### config.mk
export PLATFORM = sky130hd
export DESIGN_NAME = vcrf_isqrt
export DESIGN_NICKNAME = d
export VERILOG_FILES = /design/src/design/vcrf_pkg.sv /design/src/design/vcrf_isqrt.sv
export SDC_FILE = /design/constraint.sdc
export NUM_CORES = 2
export LEC_CHECK = 0
export ABC_AREA = 0
export BUFFER_PORTS_ARGS = -buffer_cell sky130_fd_sc_hd__buf_2
export CAP_MARGIN = 10
export CORE_ASPECT_RATIO = 0.9
export CORE_UTILIZATION = 42
export DETAILED_ROUTE_END_ITERATION = 10
export PLACE_DENSITY_LB_ADDON = 0.1
export SLEW_MARGIN = 0
export SYNTH_ARGS = -nofsm -noshare
export SYNTH_HDL_FRONTEND = slang
export SYNTH_MEMORY_MAX_BITS = 65536
export SYNTH_SLANG_ARGS = --single-unit
### constraint.sdc
create_clock -name i_clk -period 9.8 [get_ports i_clk]
set_clock_uncertainty 0.2 [all_clocks]
set_input_delay 0.49 -clock i_clk [delete_from_list [all_inputs] [get_ports i_clk]]
set_output_delay 0.49 -clock i_clk [all_outputs]
set_load 0.005 [all_outputs]
### src/design/vcrf_pkg.sv
// Shared constants and register codes for the view-cone range filter.
package vcrf_pkg;

    localparam int ID_BITS           = 32;
    localparam int COORD_BITS_DEF    = 32;
    localparam int DIR_FRAC_BITS_DEF = 14;
    localparam int CFG_IDX_BITS      = 3;

    typedef enum logic [CFG_IDX_BITS-1:0] {
        REG_OBS_X       = 3'd0,
        REG_OBS_Y       = 3'd1,
        REG_OBS_Z       = 3'd2,
        REG_FACE_X      = 3'd3,
        REG_FACE_Y      = 3'd4,
        REG_FACE_Z      = 3'd5,
        REG_RANGE_LIMIT = 3'd6,
        REG_VIEW_COS    = 3'd7
    } t_cfg_reg;

    function automatic int max2(input int a, input int b);
        return (a > b) ? a : b;
    endfunction

endpackage

### src/design/vcrf_isqrt.sv
// Pipelined integer square root, one result bit per stage.
module vcrf_isqrt #(
    parameter int N      = vcrf_pkg::COORD_BITS_DEF + 1,
    parameter int SIDE_W = 8
) (
    input  logic              i_clk,
    input  logic              i_rst_n,
    input  logic              i_valid,
    input  logic [2*N-1:0]    i_rad,
    input  logic [SIDE_W-1:0] i_side,
    output logic              o_valid,
    output logic [N-1:0]      o_root,
    output logic [SIDE_W-1:0] o_side
);
    localparam int REM_W = N + 3;

    logic              s_vld  [N];
    logic [REM_W-1:0]  s_rem  [N];
    logic [N-1:0]      s_root [N];
    logic [2*N-1:0]    s_rad  [N];
    logic [SIDE_W-1:0] s_side [N];

    logic [REM_W-1:0]  n_rem  [N];
    logic [N-1:0]      n_root [N];

    logic              r_vld  [N];
    logic [REM_W-1:0]  r_rem  [N];
    logic [N-1:0]      r_root [N];
    logic [2*N-1:0]    r_rad  [N];
    logic [SIDE_W-1:0] r_side [N];

    always_comb begin
        s_vld[0]  = i_valid;
        s_rem[0]  = '0;
        s_root[0] = '0;
        s_rad[0]  = i_rad;
        s_side[0] = i_side;
        for (int k = 1; k < N; k++) begin
            s_vld[k]  = r_vld[k-1];
            s_rem[k]  = r_rem[k-1];
            s_root[k] = r_root[k-1];
            s_rad[k]  = r_rad[k-1];
            s_side[k] = r_side[k-1];
        end
    end

    // Bring down two radicand bits and try to subtract 4*root + 1.
    always_comb begin
        logic [REM_W-1:0] t;
        logic [REM_W-1:0] trial;
        logic             ge;
        for (int k = 0; k < N; k++) begin
            t         = {s_rem[k][N:0], s_rad[k][2*N-1 -: 2]};
            trial     = {1'b0, s_root[k], 2'b01};
            ge        = (t >= trial);
            n_rem[k]  = ge ? (t - trial) : t;
            n_root[k] = {s_root[k][N-2:0], ge};
        end
    end

    always_ff @(posedge i_clk) begin
        if (!i_rst_n) begin
            for (int k = 0; k < N; k++) begin
                r_vld[k] <= 1'b0;
            end
        end else begin
            for (int k = 0; k < N; k++) begin
                r_vld[k] <= s_vld[k];
            end
        end
    end

    always_ff @(posedge i_clk) begin
        for (int k = 0; k < N; k++) begin
            r_rem[k]  <= n_rem[k];
            r_root[k] <= n_root[k];
            r_rad[k]  <= s_rad[k] << 2;
            r_side[k] <= s_side[k];
        end
    end

    assign o_valid = r_vld[N-1];
    assign o_root  = r_root[N-1];
    assign o_side  = r_side[N-1];

endmodule

==> impl_metrics.ini <==
[run_status]
outcome = finished, final reports clean

[yosys]
synth.area.mux_share_pct = 0.996
syn_avg_cell_area_um2 = 10.5
synth.top_cell.area_share_pct = 57.2
synth_common_cells = dfxtp_1 (2951), inv_1 (741), a21oi_1 (641)
synth_most_common_cell = dfxtp_1
synth_warnings = 0
synth_edf_count = 0
synth_simple_gate_area_share_pct = 11.8
ys_ff_latch = 2951
ys_seq_area_share_pct = 57.2
synthTopCellsByArea = dfxtp_1 (57%), ha_1 (7.2%), xor2_1 (3.8%), xnor2_1 (3.6%), a21oi_1 (3.1%)
synth_top_family_by_area = compound AO/OA/AOI/OAI gates
synth_area_um2 = 103000
syn-num-nets = 10500
synth_ff_type = dfxtp_1
synth-adder-area-share_pct = 7.22
netlist_instances = 9868
synth_top_area_cell = dfxtp_1
synthXorXnorAreaFrac_pct = 7.44
synth_compound_area_share_pct = 11.9
synth_cell_types = 90
async_flop_share_pct = 0

[timing]
drv_slew = 0
setup_viol = 0
rsz0062_at_grt = false
worst_pin_slew_ps = 1180
finalCriticalPeriod_ps = 4470
setup_ws_ps = 5330
max_freq_ghz = 0.224
post-route-period-util_pct = 45.6
setup_tns_ps = 0
slew_headroom_pct = 19.6
finalHoldViolations = 0

[worst_setup_path]
cp.required_ps = 10300
critPathMaxFanout = 37
cp_slowest_stage_delay_ps = 650
cp-end-kind = register
crit_path_start = r_root[0][990]
path_cells = inv_1 -> ha_1 -> nor2b_1 -> o31a_1 -> a41o_1 -> o21ai_0 -> a21oi_1 -> o31ai_1 -> and2_1 -> clkinv_1 -> buf_4 -> mux2_2
worstSetupPathType = register to register
reg2reg_from = r_root[0][990]
critPathLaunchType = register
slowest_stage = o21ai_0
crit_buf_inv = 3
cp_data_arrival_time_ps = 4980
reg2reg_setup_slack_ps = 5330
crit_family = compound AO/OA/AOI/OAI gates

[final_layout]
register_area_um2 = 59100
fill_cells = 22300
final_core_util_pct = 48.7
nets = 10900
multiInputGateArea_um2 = 40700
final_layout_size_suffix_gt1_share_pct = 7.88
syn_to_final_growth_pct = 15.1

[cts]
worstSkewPairLatency_ps = 850
numCtsBuffers = 310
ctsResizeCount = 0
h-tree-depth = 5
clock-sinks = 2951
cts_buffer_depth = 4
cts.reportedPaths.clkPinSlew_ps = 60
root_buffer = clkbuf_16
postCtsSetupRepairBufs = 0
cts_tree = built

[detailed_routing]
vias = 67800
drtAntennaViolNets = 0
via_per_inst = 4.96
drtPass1Iterations = 5
drc_errors = 0
routed_wl_um = 225000
drt_iter0_markers = 3667
avgRoutedWirePerCell_um = 16.4

[grt]
grt_pass1_wl_um = 359000
track_usage_pct = 17.8
overflow = 0
antenna_found_initial = 5
grt_max_degree = 51
grt_pass1_vias = 66900

[min_path]
worstHoldPathType = input port to register
hp-start = i_rad[27]

[floorplanning]
initial_core_util_pct = 42.3
die_area_um2 = 248000
core_area_um2 = 244000
die_y_um = 472
rows = 172
ios = 119
die_x_um = 525

[placed_design]
numPortBuffers = 118
gp_congestion = 0.859
place_ws_ps = 5370
dpl.hpwl_um = 169000

[power]
power_mw = 31.9
peakVddDrop_v = 0.000152
p_leak_nw = 55.2
power.density_nw_per_um2 = 268

[run]
drv_cap = 0
[worst reg2reg max path: stages (launching register included)]
cell and delay (ps):
dfxtp_1 330, inv_1 50, ha_1 340, nor2b_1 170, o31a_1 270, a41o_1 260, o21ai_0 650, a21oi_1 190
o31ai_1 250, and2_1 430, clkinv_1 470, buf_4 400, mux2_2 350
[power breakdown]
group	internal, mW	switching, mW
logic	2.12	2.62
clock network	7.15	4.74
registers	13.9	1.39
[cells in the final DEF (no fill, tap or decap), types with 69 or more instances in the layout]
master and count:
nand4_1 108, mux2_2 86, nor2_1 610, nor3_1 229
xor2_1 454, nand3_1 137, o21ai_0 468, a21oi_1 639
dlygate4sd3_1 93, clkbuf_16 314, dfxtp_1 2951, nor4_1 127
nand2_1 588, or3_1 101, o21a_1 116, inv_1 741
ha_1 596, nand2b_1 113, buf_2 118, nor2b_1 69
a21o_1 246, xnor2_1 423
[routing by layer]
metal  vias to the layer above  GRT usage (%)  part of all wire, %
met5                         -              0                    0
met4                         0           5.42                  2.7
met3                       393           2.23                  3.4
met2                      1149           29.8                   46
met1                     31700           23.9                   48
li1                      34500              -                    -
[logic make-up (layout without fill, tap and decap cells)]
| family | after synthesis | count (layout) |
|---|---|---|
| muxes | 92 | 92 |
| xor gates and xnor gates | 877 | 877 |
| buffers and inverters | 944 | 1529 |
| DFF | 2951 | 2951 |
| adders and majority gates | 596 | 596 |
| other | 1 | 2 |
| AOI/OAI and AO/OA | 1972 | 1972 |
| and+or+nand+nor | 2435 | 2435 |
[final timing paths]
path,cells after the start,endpoint
min,2,r_rad[0][27]
max,12,r_rem[0][1125]
min reg2reg,0,r_rad[0][1663]
max reg2reg,12,r_rem[0][1125]
[state kept, by name, indices dropped and copies added (netlist names)]
register  cells
r_rad      1056
r_root      561
r_side      264
r_rem      1037
r_vld        33
[per-stage QoR]
| stage | area (um^2) | instances | hold slack [ps] |
|---|---|---|---|
| 4_1_cts | 119000 | 13700 | 0.0280 |
| 3_3_place_gp | 107000 | 13000 | 110 |
| 6_report | 119000 | 13700 | 79.5 |
| 3_5_place_dp | 107000 | 13000 | 112 |
| 5_1_grt | 119000 | 13700 | 28.9 |
| 2_1_floorplan | 103000 | 9868 | 110 |
[layout make-up]
cell class              instances  area share, %
clock buffers                 417           7.44
diodes                          1        0.00210
repair buffers                233           1.42
inverters                     747           2.36
multi-input cells            5973           34.3
clock inverters               132           1.45
flip-flops and latches       2951           49.7
well taps                    3219           3.39
[timing repair]
action                                  CTS  global route
hold buffers                             93             0
endpoints found under the hold margin   108             0
endpoints found under the setup margin    0             0
Power figures use the tool's default switching activity.
